File: src/sv/bsos_pkg.sv
// Shared constants and types of the batch sigma outlier statistics unit.
package bsos_pkg;

  localparam int MAX_SAMPLES = 256;
  localparam int SAMPLE_BITS = 16;
  localparam int ADDR_W = $clog2(MAX_SAMPLES);
  localparam int CNT_W = ADDR_W + 1;
  localparam int SUM_W = SAMPLE_BITS + ADDR_W + 1;
  localparam int SQS_W = 2 * SAMPLE_BITS + ADDR_W;
  localparam int SPR_W = 47;
  localparam int ROOT_W = 24;
  localparam int THR_W = 55;
  localparam int DEV_W = 26;
  localparam int DSQ_W = 50;
  localparam int NUM_W = 33;
  localparam int DEN_W = 25;
  localparam int OUT_W = 17;
  localparam int K_W = 4;
  localparam int PADDR_W = 3;

  localparam logic [OUT_W-1:0] ONE_Q16 = OUT_W'(65536);
  localparam logic [K_W-1:0] K_RESET = K_W'(2);
  localparam logic [PADDR_W-1:0] ADDR_SIGMAS = PADDR_W'(0);

  typedef struct packed {
    logic start;
    logic [NUM_W-1:0] num;
    logic [DEN_W-1:0] den;
  } div_req_t;

endpackage

File: src/sv/bsos_sample_ram.sv
// Sample buffer: single-port synchronous memory with registered read data.
module bsos_sample_ram import bsos_pkg::*; (
  input  logic                          clk,
  input  logic                          we,
  input  logic [ADDR_W-1:0]             addr,
  input  logic signed [SAMPLE_BITS-1:0] wdata,
  output logic signed [SAMPLE_BITS-1:0] rdata
);

  logic signed [SAMPLE_BITS-1:0] mem [MAX_SAMPLES];

  always_ff @(posedge clk) begin
    if (we) begin
      mem[addr] <= wdata;
    end
    rdata <= mem[addr];
  end

endmodule

File: config.mk
export PLATFORM = sky130hd
export DESIGN_NAME = bsos_sample_ram
export DESIGN_NICKNAME = d
export VERILOG_FILES = /design/src/sv/bsos_pkg.sv /design/src/sv/bsos_sample_ram.sv
export SDC_FILE = /design/constraint.sdc
export NUM_CORES = 2
export LEC_CHECK = 0
export BUFFER_PORTS_ARGS = -buffer_cell sky130_fd_sc_hd__buf_2
export CAP_MARGIN = 20
export CORE_AREA = 2 2 535 537
export CTS_CLUSTER_DIAMETER = 150
export DETAILED_ROUTE_END_ITERATION = 6
export DIE_AREA = 0 0 537 539
export GPL_TIMING_DRIVEN = 1
export PLACE_DENSITY = 0.7
export SYNTH_ARGS = -nofsm -noshare
export SYNTH_HDL_FRONTEND = slang
export SYNTH_SLANG_ARGS = --single-unit
File: constraint.sdc
create_clock -name clk -period 9.9 [get_ports clk]
set_input_delay 1.98 -clock clk [delete_from_list [all_inputs] [get_ports clk]]
set_output_delay 1.98 -clock clk [all_outputs]
set_load 0.03 [all_outputs]
* Word level (Yosys, flattened, before mapping) *
Memories as Yosys holds them, arrays and structs flattened. A register that Yosys moved wholly into a read port is not among the register bits.
Index checks and enable logic that the tools add are counted.

cells by class
  mux-type cells = 2

operator list
  operator           count
  two-way mux 1 bit  2

storage, ports and cells
  flip-flop bits (word level) = 0
  memory bits (writable) = 4,096
  output and inout port bits = 16
  logic and storage cells = 3
  memories kept = 1

memories
  memory  words  width  rd ports  clocked after Yosys merged registers in  wr ports  RTL line               text
  mem     256    16     1         1                                        1         bsos_sample_ram.sv:10  logic signed [SAMPLE_BITS-1:0] mem [MAX_SAMPLES];

* Longest topological paths before layout *
  depth after elaboration = 2
  mapped depth = 10
  mapped depth without buffers = 5

* Least setup slack after synthesis *
No wires, ideal clock.

  path type = input -> register
  from = input addr[0]
  to = memory mem[145][0], enable pin
  arrival time = 4.269 ns
  slack = 5.222 ns
  stages on the path = 7
  cells stage by stage = clkbuf_1 buf_6 clkbuf_1 buf_2 nand2b_1 clkbuf_1 nor3_1

RTL lines
  what                RTL line               text
  start: declaration  bsos_sample_ram.sv:5   input logic [ADDR_W-1:0] addr,
  end: declaration    bsos_sample_ram.sv:10

No word-level cell before the write port.

==> report_table.html <==
<table>
<tr><th>Metric</th><th>Value</th></tr>
<tr><th colspan="2">Placement</th></tr>
<tr><td>Quantity of I/O buffers inserted on ports</td><td>41</td></tr>
<tr><td>Detail Placement HPWL</td><td>220000 um</td></tr>
<tr><td>Last weighted congestion value of the routability-driven placer</td><td>0.837</td></tr>
<tr><td>Post-DP Area</td><td>0.162 mm^2</td></tr>
<tr><th colspan="2">Die</th></tr>
<tr><td>Number of I/O pins</td><td>42</td></tr>
<tr><td>Die Width</td><td>537 um</td></tr>
<tr><td>Area enclosed by the die boundary</td><td>0.289 mm^2</td></tr>
<tr><td>FP Rows</td><td>196</td></tr>
<tr><td>Initial Utilization</td><td>54.7%</td></tr>
<tr><td>Area of the core</td><td>0.284 mm^2</td></tr>
<tr><td>Vertical extent of the die</td><td>539 um</td></tr>
<tr><th colspan="2">Timing</th></tr>
<tr><td>Least-Margin Pin Slew</td><td>1.26 ns</td></tr>
<tr><td>Final Hold Viols</td><td>0</td></tr>
<tr><td>Post-layout minimum cycle time</td><td>5.52 ns</td></tr>
<tr><td>Clock skew after layout</td><td>0.0562 ns</td></tr>
<tr><td>Ratio of final minimum period to clock period</td><td>55.7%</td></tr>
<tr><td>Fmax</td><td>181 MHz</td></tr>
<tr><td>Final sum of negative setup slack</td><td>0 ns</td></tr>
<tr><td>Unrepaired setup endpoints after global routing</td><td>no</td></tr>
<tr><td>Endpoints failing setup</td><td>0</td></tr>
<tr><td>Max Slew Vio Count</td><td>0</td></tr>
<tr><td>Headroom to the max-slew limit</td><td>15.8%</td></tr>
<tr><th colspan="2">Final layout</th></tr>
<tr><td>Layout overhead on the synthesized area</td><td>12.9%</td></tr>
<tr><td>Final standard cell area without fillers</td><td>0.176 mm^2</td></tr>
<tr><td>Layout cells sized above 1</td><td>28.6%</td></tr>
<tr><td>Filler cell count in the final layout</td><td>18700</td></tr>
<tr><td>NumNets Final</td><td>7164</td></tr>
<tr><td>Post-route core utilization</td><td>61.8%</td></tr>
<tr><th colspan="2">Clock tree</th></tr>
<tr><td>Clock tree root buffer cell</td><td>clkbuf_16</td></tr>
<tr><td>TritonCTS clock tree</td><td>yes</td></tr>
<tr><td>Source-to-sink clock delay at the later pin of the worst-skew pair</td><td>0.96 ns</td></tr>
<tr><td>Cts repair resizes</td><td>0</td></tr>
<tr><td>Clock tree sinks</td><td>4112</td></tr>
<tr><td>Setup repair bufs after CTS</td><td>0</td></tr>
<tr><td>CTS HTree Levels</td><td>5</td></tr>
<tr><td>CTS Hold Buffers Added</td><td>0</td></tr>
<tr><td>Number of clock buffers inserted by TritonCTS</td><td>401</td></tr>
<tr><td>CTS Buffer Depth</td><td>4</td></tr>
<tr><td>Clock transition time at the flip-flop clock pins of the worst setup and hold paths</td><td>0.06 ns</td></tr>
<tr><th colspan="2">Synthesis</th></tr>
<tr><td>Distinct cell type count of the synthesized netlist</td><td>22</td></tr>
<tr><td>Per-instance average area after synthesis</td><td>23.1 um^2</td></tr>
<tr><td>Fraction of synthesized area in multiplexers</td><td>14.8%</td></tr>
<tr><td>Fraction of synthesized cell area in xor and xnor cells</td><td>0%</td></tr>
<tr><td>Number of warnings issued by yosys</td><td>0</td></tr>
<tr><td>Most used DFF post-synth</td><td>edfxtp_1</td></tr>
<tr><td>Number of enable-type register cells in the synthesized netlist</td><td>4096</td></tr>
<tr><td>Post-synthesis simple-gate area fraction</td><td>0.907%</td></tr>
<tr><td>Number of register bits inferred by synthesis</td><td>4112</td></tr>
<tr><td>Complex-gate fraction of the synthesized area</td><td>3.66%</td></tr>
<tr><td>Combinational family with the most area after synthesis</td><td>multiplexers</td></tr>
<tr><td>Synth async-reset ratio</td><td>0%</td></tr>
<tr><td>Net Count, Synth</td><td>6753</td></tr>
<tr><td>Number of cells produced by synthesis</td><td>6727</td></tr>
<tr><td>Area share of the largest cell type after synthesis</td><td>79.1%</td></tr>
<tr><td>Area of the mapped netlist</td><td>0.155 mm^2</td></tr>
<tr><td>Yosys top cell by area</td><td>edfxtp_1</td></tr>
<tr><td>Top area cells in the synthesized netlist</td><td>edfxtp_1, mux4_2, a22oi_1, a21oi_1, clkbuf_1</td></tr>
<tr><td>Share of synthesized cell area in full adder, half adder and majority cells</td><td>0%</td></tr>
<tr><td>Portion of the post-synthesis area used by sequential elements</td><td>79.4%</td></tr>
<tr><th colspan="2">Setup path</th></tr>
<tr><td>Signal arrival time at the worst endpoint</td><td>6.26 ns</td></tr>
<tr><td>Setup crit start kind</td><td>input pin</td></tr>
<tr><td>Nature of the critical path endpoint</td><td>flop</td></tr>
<tr><td>Critical path data required time</td><td>10.64 ns</td></tr>
<tr><td>Worst-path fanout max</td><td>79</td></tr>
<tr><td>Flop2flop setup slack</td><td>6.83 ns</td></tr>
<tr><td>Setup CP Type</td><td>input pin to flop</td></tr>
<tr><th colspan="2">Power and ir drop</th></tr>
<tr><td>Leak Pwr</td><td>53.9 nW</td></tr>
<tr><td>Internal power component</td><td>28.3 mW</td></tr>
<tr><td>Peak VDD IR</td><td>0.000222 V</td></tr>
<tr><td>Switching power as a share of total power</td><td>21.2%</td></tr>
<tr><td>Cell Pwr Density</td><td>205 mW/mm^2</td></tr>
<tr><td>Clock power frac</td><td>42.0%</td></tr>
<tr><td>Fraction of power consumed by combinational cells</td><td>4.5%</td></tr>
<tr><td>Switching power summed over all nets</td><td>7.61 mW</td></tr>
<tr><td>Flop pwr share</td><td>53.5%</td></tr>
<tr><th colspan="2">Detailed routing</th></tr>
<tr><td>Routed Antenna Nets</td><td>0</td></tr>
<tr><td>Pre-antenna DRT Iters</td><td>6</td></tr>
<tr><td>Vias per inst</td><td>6.71</td></tr>
<tr><td>Total length of routed wires</td><td>391000 um</td></tr>
<tr><td>Number of design rule violations left after detail routing</td><td>0</td></tr>
<tr><td>Average routed wire per standard cell</td><td>34.8 um</td></tr>
<tr><td>Total number of vias</td><td>75500</td></tr>
<tr><td>Drt first-iter violations</td><td>11600</td></tr>
<tr><th colspan="2">Global routing</th></tr>
<tr><td>Global route overflow</td><td>0</td></tr>
<tr><td>Largest net degree at the start of global routing</td><td>158</td></tr>
<tr><td>Met2 global-route usage</td><td>42.5%</td></tr>
<tr><td>Vias in the first global route</td><td>75000</td></tr>
<tr><td>Number of antenna violations at the first check in global routing</td><td>23</td></tr>
<tr><td>Wire length of the first global-routing pass</td><td>557000 um</td></tr>
<tr><td>GRT Resource Usage Total</td><td>27.0%</td></tr>
<tr><td>M3 GR Usage</td><td>5.41%</td></tr>
<tr><td>Global routing's busiest layer</td><td>met2</td></tr>
<tr><td>Met1 routing resource usage after global routing</td><td>38.2%</td></tr>
<tr><th colspan="2">Status</th></tr>
<tr><td>Outcome</td><td>finished, final reports clean</td></tr>
<tr><th colspan="2">Job</th></tr>
<tr><td>Max Cap Violations</td><td>0</td></tr>
<tr><th colspan="2">Hold path</th></tr>
<tr><td>Type of the tightest min-delay check</td><td>flop to flop</td></tr>
</table>
[layer usage]
metal / routed length (um) / up-vias
li1: - / 29900
met1: 144000 / 40300
met2: 190000 / 4638
met3: 42200 / 677
met4: 15100 / 8
met5: 51 / -
[path summary, 6_finish.rpt]
| kind | end | startpoint | cells past startpoint |
|---|---|---|---|
| setup / recovery | rdata[1] | addr[0] | 8 |
| hold / removal | rdata[9] | mem[30][9] | 5 |
| setup reg to reg | rdata[11] | mem[171][11] | 5 |
| hold reg to reg | rdata[9] | mem[30][9] | 5 |
[critical path: stages]
cell,delay [ns]
buf_12,0.32
buf_12,0.55
buf_12,0.52
mux4_2,0.59
a22oi_1,0.42
a21oi_1,0.28
o41ai_2,1.05
nand4_1,0.23
[logic make-up after synthesis]
| logic type | after synthesis |
|---|---|
| compound gates | 832 |
| buf+inv | 421 |
| flops | 4112 |
| mux | 1024 |
| simple gates | 338 |
[Yosys cell counts, drive strengths merged, types with 16 or more instances]
master / number
clkbuf: 249
nor2: 232
mux4: 1024
o41ai: 64
a21oi: 256
dfxtp: 16
edfxtp: 4096
nand4: 16
nand2: 28
nor3: 30
a22oi: 512
buf: 171
[power by group through the flow]
stage,sequential (mW),combinational [mW],clock [mW]
global route,19.2,1.68,15.9
detailed placement,19.6,1.60,0
CTS,19.2,1.61,15.3
floorplan,19.6,0.825,0
finish,19.2,1.61,15.1
global placement,19.6,1.56,0
[per-stage QoR]
| step | instances | setup slack, ns | power (mW) | hold slack, ns |
|---|---|---|---|---|
| finish | 11300 | 4.38 | 36.0 | 1.02 |
| global route | 11200 | 4.14 | 36.8 | 1.08 |
| CTS | 11200 | 4.36 | 36.1 | 1.01 |
| detailed placement | 10500 | 3.37 | 21.2 | 1.01 |
| global placement | 10500 | 2.58 | 21.2 | 1.00 |
| floorplan | 6727 | 5.22 | 20.4 | 0.819 |
[layout make-up]
cell class                 count  area (um^2)  share of cell area (%)
tap                         3762         4710                    2.68
sequential                  4112       123000                    70.3
timing repair buffer         428         3620                    2.06
multi-input combinational   2194        30700                    17.5
clock inverter               257         2640                    1.50
inverter                       1         3.75                 0.00214
antenna                       19         47.5                  0.0271
clock buffer                 480        10400                    5.94
[placed cells by master, fill, tap and decap left out, types with 4 or more instances in the layout]
master      instances
edfxtp_1         4096
mux4_2           1024
a22oi_1           512
clkbuf_16         404
buf_4             349
a21oi_1           256
nor2_1            188
clkinv_1           96
clkinv_2           78
clkbuf_1           73
nor2_2             43
bufinv_16          41
o41ai_1            40
buf_2              33
nand2_1            26
o41ai_2            24
buf_8              21
nor3_2             20
buf_12             20
diode_2            19
nand4_1            16
dfxtp_1            16
clkinvlp_4         14
nor3_4             10
clkinv_16          10
nand3_1             7
nand3_2             6
inv_16              6
clkinv_4            6
nand2b_1            4
buf_16              4
[flip-flops by register name, summed over array words and instances, names as in the netlist]
| name | flops |
|---|---|
| mem | 4096 |
| rdata | 16 |
Power figures use the tool's default switching activity.
