File: config.mk
export PLATFORM = sky130hd
export DESIGN_NAME = bsos_div
export DESIGN_NICKNAME = d
export VERILOG_FILES = /design/src/sv/bsos_pkg.sv /design/src/sv/bsos_div.sv
export SDC_FILE = /design/constraint.sdc
export NUM_CORES = 1
export LEC_CHECK = 0
export ABC_AREA = 1
export BUFFER_PORTS_ARGS = -buffer_cell sky130_fd_sc_hd__buf_2
export CORE_MARGIN = 2
export CORE_UTILIZATION = 45
export CTS_CLUSTER_SIZE = 16
export DETAILED_ROUTE_END_ITERATION = 16
export PLACE_DENSITY_LB_ADDON = 0.05
export SYNTH_ARGS = -nofsm -noshare
export SYNTH_HDL_FRONTEND = slang
export SYNTH_SLANG_ARGS = --single-unit
File: constraint.sdc
create_clock -name clk -period 3.85 [get_ports clk]
set_clock_uncertainty 0.2 [all_clocks]
set_input_delay 0.9625 -clock clk [delete_from_list [all_inputs] [get_ports clk]]
set_output_delay 0.9625 -clock clk [all_outputs]
set_load 0.01 [all_outputs]
File: src/sv/bsos_pkg.sv
// Shared constants and types of the batch sigma outlier statistics unit.
package bsos_pkg;

  localparam int MAX_SAMPLES = 256;
  localparam int SAMPLE_BITS = 16;
  localparam int ADDR_W = $clog2(MAX_SAMPLES);
  localparam int CNT_W = ADDR_W + 1;
  localparam int SUM_W = SAMPLE_BITS + ADDR_W + 1;
  localparam int SQS_W = 2 * SAMPLE_BITS + ADDR_W;
  localparam int SPR_W = 47;
  localparam int ROOT_W = 24;
  localparam int THR_W = 55;
  localparam int DEV_W = 26;
  localparam int DSQ_W = 50;
  localparam int NUM_W = 33;
  localparam int DEN_W = 25;
  localparam int OUT_W = 17;
  localparam int K_W = 4;
  localparam int PADDR_W = 3;

  localparam logic [OUT_W-1:0] ONE_Q16 = OUT_W'(65536);
  localparam logic [K_W-1:0] K_RESET = K_W'(2);
  localparam logic [PADDR_W-1:0] ADDR_SIGMAS = PADDR_W'(0);

  typedef struct packed {
    logic start;
    logic [NUM_W-1:0] num;
    logic [DEN_W-1:0] den;
  } div_req_t;

endpackage

File: src/sv/bsos_div.sv
// Restoring divider, one quotient bit per cycle.
module bsos_div import bsos_pkg::*; (
  input  logic             clk,
  input  logic             rst_n,
  input  div_req_t         req,
  output logic             done,
  output logic [NUM_W-1:0] quot
);

  localparam int CW = $clog2(NUM_W + 1);

  logic [NUM_W-1:0] q_r;
  logic [DEN_W-1:0] den_r;
  logic [DEN_W:0]   rem_r;
  logic [CW-1:0]    cnt_r;
  logic             busy_r, done_r;
  logic [DEN_W:0]   sh;
  logic             ge;

  assign sh = {rem_r[DEN_W-1:0], q_r[NUM_W-1]};
  assign ge = sh >= {1'b0, den_r};

  always_ff @(posedge clk) begin
    if (!rst_n) begin
      busy_r <= 1'b0;
      done_r <= 1'b0;
      cnt_r  <= '0;
    end else if (req.start) begin
      busy_r <= 1'b1;
      done_r <= 1'b0;
      cnt_r  <= CW'(NUM_W);
    end else if (busy_r) begin
      cnt_r  <= cnt_r - CW'(1);
      done_r <= (cnt_r == CW'(1));
      busy_r <= (cnt_r != CW'(1));
    end else begin
      done_r <= 1'b0;
    end
  end

  always_ff @(posedge clk) begin
    if (req.start) begin
      q_r   <= req.num;
      den_r <= req.den;
      rem_r <= '0;
    end else if (busy_r) begin
      q_r   <= {q_r[NUM_W-2:0], ge};
      rem_r <= ge ? (sh - {1'b0, den_r}) : sh;
    end
  end

  assign done = done_r;
  assign quot = q_r;

endmodule

Word-level counts from Yosys, hierarchy flattened
Index checks and enable logic that the tools add are counted.
{ "totals": {"ff_bits": 91, "output_inout_bits": 34, "wordCells": 24} }
{ "op_classes": {"add_sub_neg": 2, "n_lt_le_gt_ge": 1, "eq_ne": 2, "n_mux": 7, "bitwise_logic": 2, "reduce_logical": 3} }
{ "op_table": {"columns": ["operator", "n"], "rows": [
  ["33-bit two-way mux", 2],
  ["26-bit by 25-bit greater-or-equal comparator with 1-bit output", 1],
  ["25-bit two-way mux", 1],
  ["25-bit subtractor", 1],
  ["6-bit two-way mux", 2],
  ["6-bit by 1-bit == test with 1-bit output (second input constant)", 1],
  ["6-bit by 1-bit inequality test with 1-bit output (second input constant)", 1],
  ["6-bit by 1-bit subtractor with 6-bit output (second input constant)", 1],
  ["3-bit OR reduction", 1],
  ["1-bit two-way mux", 2],
  ["1-bit NOT", 2],
  ["2-bit nonzero test", 1],
  ["2-bit OR reduction", 1]
]} }

Logic depth before layout (Yosys ltp)
Gate-level depths: netlist (run 1).
{ "depth": {"word_depth": 3, "depth_mapped": 15, "mapped_depth_nobuf": 15} }

Least setup slack after synthesis (run 1)
OpenSTA, ideal clock, no wires.
{ "synth_timing": {"path_type": "input to register", "startpoint": "input req[58] in the netlist's numbering", "endpoint": "register q_r[0], in the netlist quot[0], enable pin", "setup_time_ps": 410, "t_arrival_ps": 2568, "required_time_ps": 3240, "slack_ps": 672, "stages": 4, "n_path_buf": 2, "cell_sequence": "clkbuf_1 nor2_1 inv_1 clkbuf_1"} }
{ "synth_between": {"elab_chain_len": 1} }
{ "synth_rtl": {"columns": ["element", "line", "rtl"], "rows": [
  ["start, declared", "bsos_div.sv:5", "input div_req_t req,"],
  ["2-bit nonzero test (no source line)", null, null],
  ["end signal, assigned", "bsos_div.sv:43", "q_r <= req.num;"],
  ["end signal, assigned", "bsos_div.sv:47", "q_r <= {q_r[NUM_W-2:0], ge};"],
  ["end, declared", "bsos_div.sv:12", "logic [NUM_W-1:0] q_r;"]
]} }
No other way between the ends.
A chain may end at the register's enable or synchronous reset.

Final worst setup path (run 1)
{ "layout_timing": {"startpoint": "register den_r[22]", "endpoint": "register rem_r[3]"} }
{ "layout_between": {"elab_chain_len": 2} }
{ "layout_rtl": {"columns": ["element", "line", "rtl"], "rows": [
  ["start, declared", "bsos_div.sv:13", "logic [DEN_W-1:0] den_r;"],
  ["start signal, assigned", "bsos_div.sv:44", "den_r <= req.den;"],
  ["26-bit by 25-bit greater-or-equal comparator with 1-bit output", "bsos_div.sv:21", "assign ge = sh >= {1'b0, den_r};"],
  ["25-bit two-way mux", "bsos_div.sv:48", "rem_r <= ge ? (sh - {1'b0, den_r}) : sh;"],
  ["end signal, assigned", "bsos_div.sv:48", null],
  ["end, declared", "bsos_div.sv:14", "logic [DEN_W:0] rem_r;"]
]} }
No other way between the ends.

==> results of run 1 <==
[how the worst max path moves through the flow]
stage / from / endpoint / slack (ns)
detailed placement: den_r[22] / rem_r[3] / 1.24
floorplan: req[58] / quot[0] / 0.67
finish: den_r[22] / rem_r[3] / 1.22
global placement: den_r[22] / rem_r[4] / 1.28
global route: den_r[20] / rem_r[0] / 1.07
CTS: den_r[22] / rem_r[3] / 1.23
[worst min-delay path, cell delays in order (launching register included)]
cell	delay (ns)
dfxtp_1	0.32
nand2_1	0.07
nand2_1	0.04
[state kept, by name (all words and copies together), names as in the netlist]
| name | flops |
|---|---|
| quot | 33 |
| den_r | 25 |
| rem_r | 25 |
| cnt_r | 6 |
| busy_r | 1 |
| done | 1 |
[layout make-up]
cell class                      instances  area share
Clock buffer                           12      0.0363
Multi-Input combinational cell        552       0.414
Sequential cell                        91       0.354
Inverter                              140      0.0774
Timing Repair Buffer                   98      0.0755
Clock inverter                          4      0.0112
Tap cell                              172      0.0317
[metal layers]
layer  GRT usage  vias to the layer above  part of all wire
li1            -                     2681                 -
met2       0.334                      161              0.45
met4      0.0768                        0             0.020
met5           0                        -                 0
met1       0.275                     2346              0.47
met3      0.0518                       19             0.065
[power groups by stage]
stage / sequential [mW] / combinational, mW / clock, mW
final: 1.15 / 0.337 / 0.967
after CTS: 1.15 / 0.340 / 0.987
after detailed placement: 1.17 / 0.340 / 0
after global routing: 1.16 / 0.379 / 1.03
after floorplan: 1.18 / 0.193 / 0
after global placement: 1.17 / 0.334 / 0
[cell families (layout without fill, tap and decap cells)]
kind of cell    count (synthesis)  in the layout  synth area share
flops                          91             91             0.411
fa+ha+maj                      28             28            0.0611
xor+xnor                       12             12            0.0180
buf+inv                       158            254             0.109
compound gates                 40             40            0.0400
simple gates                  472            472             0.362
[cells in the mapped netlist (2+ instances only)]
cell type  count
a211oi_1       2
a21oi_1       13
a21oi_2        2
a31oi_1        2
buf_2          2
buf_4          2
buf_6          3
clkbuf_1      10
dfxtp_1       33
edfxtp_1      58
ha_1          27
inv_1        137
inv_2          2
nand2_1      316
nand2_2        7
nand2_4        3
nand3_1       64
nand3_2        7
nand3b_1       6
nand4_1        9
nor2_1        38
nor2_2         6
nor2_4         4
nor3_1         3
nor3_4         2
o21ai_0        9
o21ai_1        8
o21bai_1       3
xnor2_1        9
xor2_1         3
[metrics by stage]
stage	std cells	utilization	hold WS, ns	instance area [µm²]
after floorplan	801	-	0.243	5850
after global placement	1053	0.511	0.259	6470
after detailed placement	1053	0.511	0.265	6470
after CTS	1069	0.536	0.276	6790
after global routing	1069	0.536	0.295	6790
final	1069	0.536	0.275	6790
[cells in the final DEF (no fill, tap or decap), types with 2 or more instances in the layout]
cell	instances
nand2_1	316
o21bai_1	3
buf_2	94
o21ai_0	9
a21oi_2	2
nor2_1	38
a31oi_1	2
nand4_1	9
buf_4	3
clkbuf_1	2
a211oi_1	2
nor2_4	4
nand2_2	7
nand3_2	7
nand2_4	3
edfxtp_1	58
nand3_1	64
clkbuf_16	9
nor3_1	3
inv_2	2
xor2_1	3
ha_1	27
a21oi_1	13
nor3_4	2
bufinv_16	2
xnor2_1	9
nor2_2	6
inv_1	137
nand3b_1	6
o21ai_1	8
dfxtp_1	33
==> out/results.env, run 1 <==
START_UTIL=0.462
GLOBAL_ROUTE_WIRE_LENGTH_BEFORE_REPAIR_MM=23.6
DRV_SLEW=0
CTS_TREE='built'
TIMING.CRITICAL_PATH.TO_TYPE='flip-flop'
REG_POWER_FRAC=0.468
MOST_USED_CELL_CP='nand2_1'
CTS-HTREE-LEVELS=3
PLACE.DETAILED.HPWL_MM=10.5
YOSYS_MOST_USED_DFF='edfxtp_1'
POWER_LEAKAGE_nW=3.60
LAYOUT.AREA.SEQ_UM2=2400
TIMING.CRITICAL_PATH.MAX_DELAY_FAMILY='simple AND/OR/NAND/NOR gates'
DETAIL_ROUTE.WIRELENGTH_MM=14.0
CRITICAL_PATH_CLASS='reg2reg'
PLACEMENT.SETUP.WORST_SLACK_NS=1.24
CRITICAL_PATH.MAX_FANOUT=28
TOTAL_SWITCHING_POWER_uW=623
TOTALNEGATIVESETUPSLACK_NS=0
FINAL_CRITICAL_PATH_SETUP_SLACK_NS=1.22
CLOCKROOTBUFFER='clkbuf_16'
POST_SYNTHESIS_CELL_AREA_UM2=5850
DIE_AREA_UM2=13900
CTS_BUFFER_DEPTH=2
RR_STARTPOINT='den_r[22]'
UNREPAIRED_SETUP_ENDPOINTS_AFTER_GLOBAL_ROUTING='false'
CRIT_REQUIRED_NS=3.86
CTS_SETUP_BUFFERS=0
WORST_R2R_PATH_DEPTH=10
FLOW.AREA_GROWTH_FROM_SYNTHESIS_PCT=16.1
HOLDCRITSTARTPOINT='rem_r[19]'
FIRST_GLOBAL_VIAS=5020
PWR_DENSITY_CELL_nW_PER_UM2=361
SYNTHDOMINANTCELLAREASHARE=0.298
RELSLEWSLACK=0.595
FINAL.PERIOD_UTILIZATION=0.684
ANTENNA_FOUND_INITIAL=0
DIE_Y_UM=118
TIMING.CRITICAL_PATH.SLOWEST_CELL_DELAY_NS=0.46
ROUTED_WIRE_LENGTH_PER_INSTANCE_UM=13.1
CRIT_PATH_TOP_DELAY_CELL='nand3b_4'
PROPORTION_OF_REGISTER_BITS_WITH_ASYNCHRONOUS_SET_OR_RESET_AFTER_SYNTHESIS=0
PLACEMENTROWS=41
RESULT_OF_THE_RUN='finished clean'
NUMBER_OF_NETS_IN_THE_FINISHED_DESIGN=981
SYNTH-WARNING-COUNT=0
FIRSTDRTPASSITERS=4
POST_SYNTH_NUM_CELL_TYPES=41
START_KIND='flip-flop'
WORST_HOLD_PATH.ENDPOINT='rem_r[19]'
AVGSYNTHCELLAREA_UM2=7.31
YOSYS-TOP-CELLS-AREA='edfxtp_1 (30%), nand2_1 (20%), dfxtp_1 (11%), inv_1 (8.8%), ha_1 (5.8%)'
MAX-CAP-VIOLATIONS=0
MIN_PATH_CELLS=2
VIAS=5207
GR-TOTAL-OVERFLOW=0
TOTAL_POWER_mW=2.45
PORT-BUFFER-COUNT=94
HOLDCRITPATHCLASS='reg2reg'
FF2FF_SETUP_SLACK_NS=1.22
CTSHOLDBUFFERS=0
CP.DEPTH=10
NUMBER_OF_ENABLE_TYPE_REGISTER_CELLS_IN_THE_SYNTHESIZED_NETLIST=58
CLK_LATENCY_NS=0.35
AREA_OF_THE_MULTI_INPUT_GATES_UM2=2810
DETAIL_ROUTE.VIAS_PER_CELL=4.87
TIMING_WORST_SLEW_PIN_VALUE_NS=0.607
FILLERINSTANCES=1265
FLOORPLAN.IO_PINS=95
WORST_EP_ARRIVAL_TIME_NS=2.64
POWER.IR.VDD_WORST_mV=0.227
GRT_MAX_DEGREE=53
CRIT_PATH_CELL_TRACE='inv_1, ha_1, nand2_2, nor3_4, nand2_1, nand3b_4, nand2_8, nand2_1, nand3_1, o21ai_0'
WORSTPATHBUFFERINVERTERCOUNT=1
SYNTHESIS.NETS=890
POWER.INTERNAL_mW=1.83
PLACEABLECOREAREA_UM2=12700
SEQ_AREA_FRAC_SYNTH=0.411
REG_TO_REG_ENDPOINT='rem_r[3]'
INSTANCE_COUNT_OF_THE_MAPPED_NETLIST=801
TIMING.FINAL.SETUP_VIOLATIONS=0
DRT-INITIAL-DRC-COUNT=289
HOLD_VIOLATIONS=0
DIE_WIDTH_UM=118
SYNTH_LARGEST_AREA_CELL='edfxtp_1'
POSTROUTEANTENNANETS=0
PLACE.GP.CONGESTION=0.959
LAYOUT-DRIVE-GT1-SHARE=0.167
TRITONCTS.NUM_BUFFERS=9
CTS_RESIZED=0
POWER_FRAC_CLOCK=0.394
FMAXACHIEVABLE_GHz=0.380
POWER_FRAC_COMB=0.138
ANTENNA_CELLS=0
GRT.TOTAL_USAGE=0.209
CLK_PIN_SLEW_WORST_SETUP_HOLD_PATHS_NS=0.06
LAYOUT_MIN_CYCLE_TIME_NS=2.63
SW_FRAC_OF_TOTAL=0.254
YS_SEQ_ELEMENTS=91
NUMCLOCKSINKS=91
DRC=0
Power figures use the tool's default switching activity.
==> run 2: changes to the inputs <==
==> constraint.sdc (replaced) <==
create_clock -name clk -period 2.13 [get_ports clk]
set_clock_uncertainty 0.2 [all_clocks]
set_input_delay 0.5325 -clock clk [delete_from_list [all_inputs] [get_ports clk]]
set_output_delay 0.5325 -clock clk [all_outputs]
set_load 0.01 [all_outputs]
==> out/results.env, run 2 (synthesis results as in run 1) <==
RESULT_OF_THE_RUN='finished, violations left'
FAILED_CHECKS='setup timing'
LARGEST_REGISTER_FF_COUNT=33
FIRST_GLOBAL_VIAS=5552
CRITICAL_PATH.MAX_FANOUT=4
POSTLAYOUTCOREUTIL=0.644
POSTROUTEANTENNANETS=0
PLACE_AREA_UM2=6960
PLACEMENTROWS=41
START_KIND='flip-flop'
TIMING_WORST_SLEW_PIN_VALUE_NS=0.349
PWR_DENSITY_CELL_nW_PER_UM2=547
DRT-INITIAL-DRC-COUNT=296
NUMBER_OF_NETS_IN_THE_FINISHED_DESIGN=1061
UNREPAIRED_SETUP_ENDPOINTS_AFTER_GLOBAL_ROUTING='true'
FINAL_CRITICAL_PATH_SETUP_SLACK_NS=-0.112
PLACE.DETAILED.HPWL_MM=11.3
HOLD_VIOLATIONS=0
CLK_PIN_SLEW_WORST_SETUP_HOLD_PATHS_NS=0.07
GRT.TOTAL_USAGE=0.235
FLOW.AREA_GROWTH_FROM_SYNTHESIS_PCT=39.3
LAYOUT_MIN_CYCLE_TIME_NS=2.24
DIE_Y_UM=118
FILLERINSTANCES=1115
GR-TOTAL-OVERFLOW=0
TIMING.CRITICAL_PATH.TO_TYPE='flip-flop'
CRIT_REQUIRED_NS=2.18
DIE_AREA_UM2=13900
FLOORPLAN.IO_PINS=95
WORST_EP_ARRIVAL_TIME_NS=2.29
LAYOUT_COMMONEST_CELL='nand2_1'
MOST-COMMON-LAYOUT-CELLS='nand2_1 (275), inv_1 (117), buf_2 (94), buf_4 (67), edfxtp_1 (58)'
MAX-CAP-VIOLATIONS=0
ANTENNA_CELLS=0
MOST_USED_CELL_CP='nand2_1'
TRITONCTS.NUM_BUFFERS=9
START_UTIL=0.462
CTS-HTREE-LEVELS=3
GRT_MAX_DEGREE=35
CTS_BUFFER_DEPTH=2
FIRSTDRTPASSITERS=5
CLK_LATENCY_NS=0.36
WORSTPATHBUFFERINVERTERCOUNT=3
PORT-BUFFER-COUNT=94
TOTALNEGATIVESETUPSLACK_NS=-1.39
POWER_LEAKAGE_nW=4.23
TIMING.FINAL.SETUP_VIOLATIONS=24
RELSLEWSLACK=0.767
FMAXACHIEVABLE_GHz=0.446
DETAIL_ROUTE.WIRELENGTH_MM=16.5
PLACEABLECOREAREA_UM2=12700
CRIT_PATH_CELL_TRACE='inv_2, ha_4, inv_4, fa_2, nand3_2, nand3_4, buf_6, nand4_1, nand3_1, nand2_1, nand3_2, nand2_1, nand2_1'
CRITICAL_PATH_CLASS='reg2reg'
ROUTED_WIRE_LENGTH_PER_INSTANCE_UM=14.4
FINAL_AREA_UM2=8150
DETAIL_ROUTE.VIAS_PER_CELL=4.92
DRC=0
GLOBAL_ROUTE_WIRE_LENGTH_BEFORE_REPAIR_MM=26.1
HOLDCRITPATHCLASS='in2reg'
DRV_SLEW=0
HOLDWS_NS=0.149
NUMCLOCKSINKS=91
DIE_WIDTH_UM=118
LAYOUT-DRIVE-GT1-SHARE=0.358
VIAS=5658
POWER.IR.VDD_WORST_mV=0.492
CLOCKROOTBUFFER='clkbuf_16'
CRIT_PATH_TOP_DELAY_CELL='edfxtp_1'
TIMING.CRITICAL_PATH.MAX_DELAY_FAMILY='simple AND/OR/NAND/NOR gates'
CTS_TREE='built'
FINAL.PERIOD_UTILIZATION=1.05
TIMING.CRITICAL_PATH.SLOWEST_CELL_DELAY_NS=0.40
PLACE.GP.CONGESTION=0.932
ANTENNA_FOUND_INITIAL=0
[run 2: cell types whose count changed in the layout (fill, tap and decap cells not counted), sizes merged]
| cell | delta |
|---|---|
| clkbuf | -1 |
| bufinv | -2 |
| clkinv | +1 |
| inv | +3 |
| buf | +77 |
| clkinvlp | -1 |
| nand2 | +3 |
[run 2: cell type report]
| cell class | instances | area, µm² | share of cell area |
|---|---|---|---|
| inverter | 140 | 528 | 0.0648 |
| clock buffer | 11 | 243 | 0.0298 |
| clock inverter | 5 | 36.3 | 0.00445 |
| tap | 172 | 215 | 0.0264 |
| timing repair buffer | 175 | 1200 | 0.148 |
| multi-input combinational | 555 | 3520 | 0.432 |
| sequential | 91 | 2400 | 0.295 |
[run 2: final timing paths]
kind              startpoint        end  slack, ns  cells past startpoint
setup / recovery    quot[32]  rem_r[20]      -0.11                     13
hold / removal       req[10]  den_r[10]       0.15                      1
setup reg to reg    quot[32]  rem_r[20]      -0.11                     13
hold reg to reg    rem_r[17]  rem_r[17]       0.29                      2
[run 2: repair_timing]
item | CTS | global route
setup buffers | 14 | 4
cloned | 4 | 2
pin swaps | 35 | 35
gates resized for setup | 75 | 83
setup endpoints to repair | 26 | 26
hold buffers | 0 | 0
[run 2: layer usage]
metal,part of all wire,up-vias,track usage
met5,0,-,0
met4,0.033,0,0.108
met3,0.063,36,0.0397
met2,0.46,188,0.385
met1,0.44,2590,0.303
li1,-,2844,-
[run 2: power by group]
group          switching (mW)  total, mW  internal, mW
clock network           0.723       1.55         0.831
registers              0.0621       2.08          2.02
logic                   0.463      0.827         0.364
[run 2: per-stage QoR]
step                      cells  setup slack [ns]  total power [mW]
after global placement     1113            -0.137              2.81
after floorplan             801          0.000716              2.49
after global routing       1149            -0.204              4.66
after CTS                  1147           -0.0847              4.44
after detailed placement   1113            -0.166              2.82
final                      1149            -0.112              4.46
