$ cat config.mk
export PLATFORM = sky130hd
export DESIGN_NAME = bsos_isqrt
export DESIGN_NICKNAME = d
export VERILOG_FILES = /design/src/sv/bsos_pkg.sv /design/src/sv/bsos_isqrt.sv
export SDC_FILE = /design/constraint.sdc
export NUM_CORES = 1
export LEC_CHECK = 0
export ABC_AREA = 1
export BUFFER_PORTS_ARGS = -buffer_cell sky130_fd_sc_hd__buf_2
export CAP_MARGIN = 20
export CORE_ASPECT_RATIO = 0.75
export CORE_MARGIN = 2
export CORE_UTILIZATION = 64
export CTS_CLUSTER_DIAMETER = 50
export DETAILED_ROUTE_END_ITERATION = 10
export PLACE_DENSITY = 0.92
export SLEW_MARGIN = 10
export SYNTH_ARGS = -nofsm -noshare
export SYNTH_HDL_FRONTEND = slang
export SYNTH_SLANG_ARGS = --single-unit
$ cat constraint.sdc
create_clock -name clk -period 6.35 [get_ports clk]
set_clock_uncertainty 0.15 [all_clocks]
set_input_delay 1.27 -clock clk [delete_from_list [all_inputs] [get_ports clk]]
set_output_delay 1.27 -clock clk [all_outputs]
set_load 0.1 [all_outputs]
$ cat src/sv/bsos_pkg.sv
// Shared constants and types of the batch sigma outlier statistics unit.
package bsos_pkg;

  localparam int MAX_SAMPLES = 256;
  localparam int SAMPLE_BITS = 16;
  localparam int ADDR_W = $clog2(MAX_SAMPLES);
  localparam int CNT_W = ADDR_W + 1;
  localparam int SUM_W = SAMPLE_BITS + ADDR_W + 1;
  localparam int SQS_W = 2 * SAMPLE_BITS + ADDR_W;
  localparam int SPR_W = 47;
  localparam int ROOT_W = 24;
  localparam int THR_W = 55;
  localparam int DEV_W = 26;
  localparam int DSQ_W = 50;
  localparam int NUM_W = 33;
  localparam int DEN_W = 25;
  localparam int OUT_W = 17;
  localparam int K_W = 4;
  localparam int PADDR_W = 3;

  localparam logic [OUT_W-1:0] ONE_Q16 = OUT_W'(65536);
  localparam logic [K_W-1:0] K_RESET = K_W'(2);
  localparam logic [PADDR_W-1:0] ADDR_SIGMAS = PADDR_W'(0);

  typedef struct packed {
    logic start;
    logic [NUM_W-1:0] num;
    logic [DEN_W-1:0] den;
  } div_req_t;

endpackage

$ cat src/sv/bsos_isqrt.sv
// Iterative integer square root, one result bit per cycle.
module bsos_isqrt import bsos_pkg::*; (
  input  logic                clk,
  input  logic                rst_n,
  input  logic                start,
  input  logic [SPR_W-1:0]    value,
  output logic                done,
  output logic [ROOT_W-1:0]   root
);

  localparam int W = 2 * ROOT_W;

  logic [W-1:0] v_r, v_nxt;
  logic [W-1:0] root_r, root_nxt;
  logic [W-1:0] bit_r, bit_nxt;
  logic         busy_r, done_r;
  logic [W-1:0] trial;

  always_comb begin
    trial    = root_r + bit_r;
    v_nxt    = v_r;
    root_nxt = root_r >> 1;
    bit_nxt  = bit_r >> 2;
    if (v_r >= trial) begin
      v_nxt    = v_r - trial;
      root_nxt = (root_r >> 1) + bit_r;
    end
  end

  always_ff @(posedge clk) begin
    if (!rst_n) begin
      busy_r <= 1'b0;
      done_r <= 1'b0;
    end else if (start) begin
      busy_r <= 1'b1;
      done_r <= 1'b0;
    end else if (busy_r && bit_r[0]) begin
      busy_r <= 1'b0;
      done_r <= 1'b1;
    end
  end

  always_ff @(posedge clk) begin
    if (start) begin
      v_r    <= W'(value);
      root_r <= '0;
      bit_r  <= W'(1) << (W - 2);
    end else if (busy_r) begin
      v_r    <= v_nxt;
      root_r <= root_nxt;
      bit_r  <= bit_nxt;
    end
  end

  assign done = done_r;
  assign root = root_r[ROOT_W-1:0];

endmodule

[Yosys cells after proc, flatten, opt, wreduce, memory -nomap -nowiden]
Index checks and enable logic that the tools add are counted.
Operators by class
  add/sub/neg operators: 3
  magnitude comparators: 1
  muxes and demuxes: 6
  bitwise gates (word level): 1
  reductions and logical operators: 7
Operators by type and width (count)
  47-bit 2-to-1 mux: 3
  47-bit by 47-bit adder with 48-bit output: 1
  48-bit by 47-bit adder with 48-bit output: 1
  48-bit >= comparator: 1
  48-bit 2-to-1 mux: 1
  48-bit subtractor: 1
  2-bit nonzero test: 3
  2-bit AND reduction: 2
  1-bit 2-to-1 mux: 2
  2-bit OR reduction: 1
  1-bit logical AND: 1
  1-bit inverter: 1
Word-level totals
  flip-flop bits (word level): 122
  output and inout bits: 25
  logic and storage cells: 24

[Logic depth before layout (Yosys ltp)]
Gate-level depths: netlist of run 1.
  depth after elaboration: 5
  mapped depth: 31

[Worst setup path before layout of run 1]
No wires, ideal clock.
  path type: register to register
  start point: register root_r[2]
  end point: register v_r[0], enable pin
  library setup time: 0.405 ns
  arrival: 4.044 ns
  path slack: 1.750 ns
  cell stages (with the launch flop): 23
  buffers on the path: 1
  clock period less this slack: 4.600 ns
  cells stage by stage: dfxtp_1 -> ha_1 -> nand3_1 -> nand2_1 -> a21oi_1 -> o21bai_1 -> a21oi_1 -> o21ai_1 -> nand2_1 -> nand2_1 -> nand2_1 -> nand2_1 -> ha_1 -> nand2_1 -> inv_2 -> nand3_1 -> nor2_1 -> and3_1 -> nand3_2 -> nand2_2 -> buf_6 -> nand2_4 -> nand2_1
On the way
  longest elaborated chain between the ends: 4
Ends and longest elaborated chain
  start: declaration: RTL line bsos_isqrt.sv:14  | logic [W-1:0] root_r, root_nxt;
  start signal: assignment: RTL line bsos_isqrt.sv:50  | root_r <= root_nxt;
  48-bit by 47-bit adder with 48-bit output: RTL line bsos_isqrt.sv:20  | trial = root_r + bit_r;
  48-bit >= comparator: RTL line bsos_isqrt.sv:24  | if (v_r >= trial) begin
  2-bit nonzero test (no source line)
  2-bit AND reduction (no source line)
  end signal: assignment: RTL line bsos_isqrt.sv:45  | v_r <= W'(value);
  end signal: assignment: RTL line bsos_isqrt.sv:49  | v_r <= v_nxt;
  end: declaration: RTL line bsos_isqrt.sv:13  | logic [W-1:0] v_r, v_nxt;
Every way passes these cells.
A chain may end at the register's enable or synchronous reset.

[Worst setup path in the final report of run 1]
  start point: register root_r[8]
  end point: register root_r[11]
On the way
  longest elaborated chain between the ends: 3
  elaborated cells on any way between the ends: 4
  those cells by class: 2 x add/sub; 1 x order compare; 1 x mux
Ends and longest elaborated chain (RTL line)
  48-bit by 47-bit adder with 48-bit output: bsos_isqrt.sv:20
  48-bit >= comparator: bsos_isqrt.sv:24
  48-bit 2-to-1 mux (*): bsos_isqrt.sv:24
Mark *: on every way between the ends. The rest lies on a longest branch, timed or not.

==> results.yml, run 1 <==
status:
  status: "completed"
worst_setup_path:
  timing.critical_path.fanout_max: 68
  cp-start-kind: "flop"
  timing.critical_path.slowest_stage_cell: "sky130_fd_sc_hd__dfxtp_1"
  cp_data_arrival_time_ps: 5730
  timing.critical_path.max_delay_family: "compound AO/OA/AOI/OAI gates"
  path_common_cell: "sky130_fd_sc_hd__nand2_1"
  critical_path_class: "reg -> reg"
  worstPathBufferInverterCount: 4
  cp_data_required_time_ps: 6590
  path_cells: "ha_1, nand2_1, o21ai_0, o21bai_1, a21oi_1, o21ai_1, nand2_1, nand2_1, nand2_1, nand2_1, ha_1, nand2_1, inv_2, nand3_1, nor2_1, and3_1, nand3_2, buf_4, nand2_2, buf_4, o21ai_0, o211ai_1, nand2_1, inv_1"
  cpPeakStageDelay_ps: 610
  worst_setup_path_end_kind: "flop"
layout:
  final_cell_area_mm2: 0.0148
  fillCellCount: 1923
  layoutNonFillerInstCount: 2688
  fraction_of_layout_cells_with_a_size_suffix_above_1_pct: 6.59
  design.final.nets: 2535
  areaGrowthSynthToFinish_pct: 7.05
  multi_input_comb_area_mm2: 0.00932
  layout.area.seq_mm2: 0.00291
global_routing:
  gr-usage-all-layers_pct: 42.8
  grt-ovfl-total: 0
  grt_start_max_net_pins: 72
  top_usage_layer: "met1"
  use_met1_pct: 62.8
  antenna_found_initial: 1
  via_count_of_the_first_global_routing_pass: 14257
  grt_use_met3_pct: 13.5
  grt_util_met2_pct: 58.3
  grt_first_pass_wirelength_um: 76600
synthesis:
  area_of_the_mapped_netlist_mm2: 0.0138
  synth_top_area_cell: "sky130_fd_sc_hd__nand2_1"
  synth-edff-count: 47
  synthesis.instances: 2362
  syn_nets: 2511
  synthTopCellsByArea: "sky130_fd_sc_hd__nand2_1, sky130_fd_sc_hd__dfxtp_1, sky130_fd_sc_hd__edfxtp_1"
  yosys.cell_count.top_type: "sky130_fd_sc_hd__nand2_1"
  avgSynthCellArea_um2: 5.84
  synth.lib_cells_used.distinct: 51
  synth_top_area_share_pct: 20.3
  postSynth.asyncResetShare_pct: 0
  synth_commonest_cells: "sky130_fd_sc_hd__nand2_1, sky130_fd_sc_hd__nor2_1, sky130_fd_sc_hd__inv_1, sky130_fd_sc_hd__nand3_1, sky130_fd_sc_hd__a21oi_1"
  synth-warning-count: 0
  sequential_area_share_after_synthesis_pct: 21.1
  ys_ff_latch: 122
  yosys_most_used_dff: "sky130_fd_sc_hd__dfxtp_1"
route:
  route.detailed.vias_per_inst: 6.09
  dr.pass1.iters: 9
  drt.antenna.violating_nets: 0
  detail_route.iter0.violations: 2706
  wl_per_cell_um: 18.8
  route.final.wire_length_um: 50400
  vias: 16366
  drc_errors: 0
place:
  detailed_place.area_mm2: 0.0142
  hpwlAfterDp_um: 38900
  dpl_worst_slack_ps: 1210
  io_buffers: 74
  dp_cells: 2655
  gpl.final_weighted_congestion: 1.06
timing:
  min_period_over_period_pct: 86.5
  final.min_clock_period_ps: 5490
  worstMarginPinSlew_ps: 890
  unrepaired_setup_endpoints_after_global_routing: "false"
  relSlewSlack_pct: 40.1
  finalHoldViolCount: 0
  finalSetupViolations: 0
  finalMaxSlewViolations: 0
  final.setup.tns_ps: 0
  setup_ws_ps: 859
  fmax_ghz: 0.182
clock_network:
  clkSlewWorstSetupHoldPaths_ps: 60
  cts_tree: "built"
  clock_tree.htree_level_count: 4
  cts_setup_buffers: 0
  insertion_delay_ps: 450
  ctsHoldBuffers: 0
  cts_inserted_buffers: 17
  cts_resized: 0
  clock_path_buffers: 2
  tritoncts_num_sinks: 122
  cts-root-buf: "sky130_fd_sc_hd__clkbuf_16"
floorplan:
  standard_cell_rows: 46
  initial_core_util_pct: 65.3
  fp.coreArea_mm2: 0.0211
  die_w_um: 173
  die_height_um: 131
  io_pins: 75
  die_area_mm2: 0.0227
power_and_ir_drop:
  power.static_leakage_nw: 6.67
  total_power_w: 0.00779
  max-vdd-ir-drop_v: 0.000430
  power.density_cell_area_mw_per_mm2: 528
min_path:
  hp-class: "reg -> reg"
job:
  cap_viol_max_count: 0
==> per-layer routing <==
| metal | vias up | part of all wire [%] |
|---|---|---|
| met2 | 1272 | 38 |
| met4 | 0 | 3.4 |
| met1 | 7223 | 42 |
| met5 | - | 0 |
| li1 | 7692 | - |
| met3 | 179 | 16 |
==> flip-flops by register name, indices dropped and copies added, names as in the netlist <==
| signal | flops |
|---|---|
| root_r | 48 |
| v_r | 48 |
| bit_r | 24 |
| busy_r | 1 |
| done | 1 |
==> layout make-up <==
| class | instances | share of cell area [%] |
|---|---|---|
| multi-input cells | 1863 | 63.1 |
| well taps | 288 | 2.44 |
| clock inverters | 11 | 0.737 |
| clock buffers | 21 | 3.26 |
| flip-flops and latches | 122 | 19.7 |
| diodes | 1 | 0.0170 |
| repair buffers | 84 | 3.12 |
| inverters | 298 | 7.58 |
==> worst register-to-register path, stage by stage, from the launching register on <==
cell and delay [ps]:
sky130_fd_sc_hd__dfxtp_1 610, sky130_fd_sc_hd__ha_1 350, sky130_fd_sc_hd__nand2_1 140, sky130_fd_sc_hd__o21ai_0 120, sky130_fd_sc_hd__o21bai_1 220, sky130_fd_sc_hd__a21oi_1 450, sky130_fd_sc_hd__o21ai_1 270, sky130_fd_sc_hd__nand2_1 140
sky130_fd_sc_hd__nand2_1 60, sky130_fd_sc_hd__nand2_1 60, sky130_fd_sc_hd__nand2_1 60, sky130_fd_sc_hd__ha_1 420, sky130_fd_sc_hd__nand2_1 150, sky130_fd_sc_hd__inv_2 80, sky130_fd_sc_hd__nand3_1 100, sky130_fd_sc_hd__nor2_1 140
sky130_fd_sc_hd__and3_1 260, sky130_fd_sc_hd__nand3_2 90, sky130_fd_sc_hd__buf_4 240, sky130_fd_sc_hd__nand2_2 140, sky130_fd_sc_hd__buf_4 610, sky130_fd_sc_hd__o21ai_0 220, sky130_fd_sc_hd__o211ai_1 190, sky130_fd_sc_hd__nand2_1 110
sky130_fd_sc_hd__inv_1 80
==> cell families (layout without fill, tap and decap cells) <==
| kind of cell | Yosys count | in the layout | synth area share (%) |
|---|---|---|---|
| DFF | 122 | 122 | 21.1 |
| and+or+nand+nor | 1351 | 1351 | 40.9 |
| buffers and inverters | 377 | 414 | 11.3 |
| AOI/OAI and AO/OA | 352 | 352 | 13.7 |
| adders and majority gates | 99 | 99 | 9.04 |
| xor gates and xnor gates | 61 | 61 | 3.87 |
| other | 0 | 1 | 0 |
==> final timing paths <==
kind                          startpoint                      end  slack [ps]  cells after the start
setup / recovery  root_r[8]$_SDFFE_PP0P_  root_r[11]$_SDFFE_PP0P_         860                     24
hold / removal      v_r[47]$_SDFFE_PP0P_     v_r[47]$_SDFFE_PP0P_         330                      2
setup reg to reg  root_r[8]$_SDFFE_PP0P_  root_r[11]$_SDFFE_PP0P_         860                     24
hold reg to reg     v_r[47]$_SDFFE_PP0P_     v_r[47]$_SDFFE_PP0P_         330                      2
==> power by group <==
part / internal (W) / switching, W / total, W
clock network: 0.000588 / 0.000413 / 0.00100
registers: 0.00116 / 0.000324 / 0.00149
logic: 0.00163 / 0.00367 / 0.00530
==> stage by stage <==
stage,util (%),hold WS (ps)
after floorplan,-,302
after global placement,67.1,317
after detailed placement,67.1,321
after CTS,69.9,331
after global routing,69.9,373
final,69.9,330
==> placed cells by master, fill, tap and decap left out, types with 4 or more instances in the layout <==
cell                        count
sky130_fd_sc_hd__o21bai_1      16
sky130_fd_sc_hd__xnor2_1       33
sky130_fd_sc_hd__nand2_1      744
sky130_fd_sc_hd__nand3_1      193
sky130_fd_sc_hd__nand4_1       33
sky130_fd_sc_hd__nand3b_1      30
sky130_fd_sc_hd__xor2_1        28
sky130_fd_sc_hd__ha_1          98
sky130_fd_sc_hd__nor2_1       290
sky130_fd_sc_hd__o21a_1         8
sky130_fd_sc_hd__a31oi_1        5
sky130_fd_sc_hd__or2_2         16
sky130_fd_sc_hd__o21ai_0      113
sky130_fd_sc_hd__buf_2         73
sky130_fd_sc_hd__nor3_1        25
sky130_fd_sc_hd__o21ai_1       17
sky130_fd_sc_hd__a21oi_1      172
sky130_fd_sc_hd__dfxtp_1       74
sky130_fd_sc_hd__edfxtp_1      47
sky130_fd_sc_hd__inv_1        284
sky130_fd_sc_hd__buf_4         10
sky130_fd_sc_hd__nor4_1         4
sky130_fd_sc_hd__inv_2         14
sky130_fd_sc_hd__clkbuf_16     18
No activity file was read; power rests on OpenSTA's default activity.
==> run 2: changes to the inputs <==
--- a/config.mk
+++ b/config.mk
@@ -10,10 +10,10 @@
 export CAP_MARGIN = 20
 export CORE_ASPECT_RATIO = 0.75
 export CORE_MARGIN = 2
-export CORE_UTILIZATION = 64
+export CORE_UTILIZATION = 58
 export CTS_CLUSTER_DIAMETER = 50
 export DETAILED_ROUTE_END_ITERATION = 10
-export PLACE_DENSITY = 0.92
+export PLACE_DENSITY = 0.88
 export SLEW_MARGIN = 10
 export SYNTH_ARGS = -nofsm -noshare
 export SYNTH_HDL_FRONTEND = slang
==> constraint.sdc (replaced) <==
create_clock -name clk -period 4.98 [get_ports clk]
set_clock_uncertainty 0.15 [all_clocks]
set_input_delay 0.996 -clock clk [delete_from_list [all_inputs] [get_ports clk]]
set_output_delay 0.996 -clock clk [all_outputs]
set_load 0.1 [all_outputs]
==> results.yml, run 2 (same netlist as run 1, synthesis figures left out) <==
clock_network:
  tritoncts_num_sinks: 122
  clock_path_buffers: 2
  cts_inserted_buffers: 17
  clock_tree.htree_level_count: 4
  ctsHoldBuffers: 0
  cts_tree: "built"
  clkSlewWorstSetupHoldPaths_ps: 60
  cts-root-buf: "sky130_fd_sc_hd__clkbuf_16"
  insertion_delay_ps: 450
worst_setup_path:
  reg2reg_slack_ps: 140
  cp_data_arrival_time_ps: 4800
  cp-start-kind: "flop"
  timing.critical_path.max_delay_family: "simple AND/OR/NAND/NOR gates"
  worst_setup_path_end_kind: "flop"
  timing.critical_path.fanout_max: 47
  path_common_cell: "sky130_fd_sc_hd__nand2_1"
  path_cells: "ha_1, ha_1, nand2_1, a21oi_1, nand2_1, nand2_1, nand2_1, nand2_1, nand2_1, nand2_1, nand3_1, nand2_1, nand3_1, nand3_1, nand2_1, ha_1, nand3_2, nor2_1, and3_1, nand3_2, nand2_2, nand2_4, nand2_2, buf_12"
  worstPathBufferInverterCount: 1
  critical_path_class: "reg -> reg"
  cpPeakStageDelay_ps: 440
  timing.critical_path.slowest_stage_cell: "sky130_fd_sc_hd__a21oi_1"
  cp_data_required_time_ps: 4940
power_and_ir_drop:
  share_seq_of_total_power_pct: 18.3
  power.static_leakage_nw: 6.75
  power_report.internal_total_w: 0.00437
  p_clk_share_pct: 12.6
  power.density_cell_area_mw_per_mm2: 671
  comb_power_share_pct: 69.1
  max-vdd-ir-drop_v: 0.000591
  total_switching_power_w: 0.00562
  p_sw_share_pct: 56.3
timing:
  min_period_over_period_pct: 97.2
  unrepaired_setup_endpoints_after_global_routing: "false"
  relSlewSlack_pct: 31.5
  final.setup.tns_ps: 0
  finalMaxSlewViolations: 0
  fmax_ghz: 0.207
  finalSetupViolations: 0
  worstMarginPinSlew_ps: 1030
  finalHoldViolCount: 0
  final.min_clock_period_ps: 4840
layout:
  fraction_of_layout_cells_with_a_size_suffix_above_1_pct: 7.17
  areaGrowthSynthToFinish_pct: 7.85
  design.final.nets: 2548
  layout.core_utilization_pct: 64.2
  mostFrequentLayoutCell: "sky130_fd_sc_hd__nand2_1"
  antenna-diode-count: 0
  layout.cells.most_common_list: "sky130_fd_sc_hd__nand2_1, sky130_fd_sc_hd__nor2_1, sky130_fd_sc_hd__inv_1, sky130_fd_sc_hd__nand3_1, sky130_fd_sc_hd__a21oi_1"
  reg.largest.list: "root_r: 48 flops, v_r: 48 flops, bit_r: 24 flops"
floorplan:
  io_pins: 75
  die_area_mm2: 0.0250
  standard_cell_rows: 48
  die_height_um: 138
  fp.coreArea_mm2: 0.0232
  initial_core_util_pct: 59.5
  die_w_um: 182
route:
  dr.pass1.iters: 6
  wl_per_cell_um: 18.9
  route.detailed.vias_per_inst: 5.94
  route.final.wire_length_um: 51100
  detail_route.iter0.violations: 2305
  vias: 16114
  drc_errors: 0
  drt.antenna.violating_nets: 0
place:
  io_buffers: 74
  hpwlAfterDp_um: 40100
  gpl.final_weighted_congestion: 1.08
global_routing:
  grt_first_pass_wirelength_um: 78000
  gr-usage-all-layers_pct: 40.6
  grt_start_max_net_pins: 74
  grt-ovfl-total: 0
  antenna_found_initial: 1
  via_count_of_the_first_global_routing_pass: 14042
min_path:
  hp-class: "reg -> reg"
status:
  status: "completed"
job:
  cap_viol_max_count: 0
==> run 2: tightest hold or removal path, cell delays in order, from the launching register on <==
cell                      delay, ps
sky130_fd_sc_hd__dfxtp_1        310
sky130_fd_sc_hd__nand3_1         80
sky130_fd_sc_hd__nand2_1         50
==> run 2: power groups by stage <==
stage                     Clock, W  Combinational, W  Sequential (W)
after floorplan                  0           0.00511         0.00168
after global placement           0           0.00653         0.00181
after detailed placement         0           0.00662         0.00182
after CTS                  0.00126           0.00665         0.00181
after global routing       0.00129           0.00750         0.00185
final                      0.00126           0.00690         0.00183
==> run 2: area by class of cell <==
| cell class | count | area (um^2) |
|---|---|---|
| multi-input cells | 1863 | 9320 |
| fillers | 2256 | 8310 |
| flip-flops and latches | 122 | 2910 |
| inverters | 298 | 1120 |
| repair buffers | 97 | 571 |
| clock buffers | 22 | 484 |
| well taps | 300 | 375 |
| clock inverters | 10 | 85.1 |
==> run 2: path summary, 6_finish.rpt <==
path	endpoint	cells after the start	from
setup reg to reg	v_r[4]$_DFFE_PP_	24	bit_r[0]$_SDFFE_PP0P_
setup / recovery	v_r[4]$_DFFE_PP_	24	bit_r[0]$_SDFFE_PP0P_
hold reg to reg	v_r[47]$_SDFFE_PP0P_	2	v_r[47]$_SDFFE_PP0P_
hold / removal	v_r[47]$_SDFFE_PP0P_	2	v_r[47]$_SDFFE_PP0P_
==> run 2: per-layer routing <==
| layer | vias up | track usage (%) | routed length [um] |
|---|---|---|---|
| met3 | 119 | 12.4 | 7280 |
| li1 | 7729 | - | - |
| met5 | - | 0 | 13 |
| met1 | 7201 | 58.5 | 22700 |
| met2 | 1063 | 57.8 | 19900 |
| met4 | 2 | 11.6 | 1200 |
==> run 2: timing repair <==
item / in CTS / in global routing
gates resized for setup: 0 / 3
endpoints found under the setup margin: 0 / 3
buffers inserted: 0 / 0
==> run 2: stage by stage <==
stage / cells / power (W) / instance area [um^2] / hold WS, ps / setup slack, ps
detailed placement: 2680 / 0.00844 / 14300 / 325 / 337
global route: 2712 / 0.0106 / 14900 / 342 / 19.4
CTS: 2712 / 0.00972 / 14900 / 334 / 329
finish: 2712 / 0.00999 / 14900 / 331 / 138
global placement: 2680 / 0.00835 / 14300 / 322 / 392
floorplan: 2362 / 0.00679 / 13800 / 302 / 380
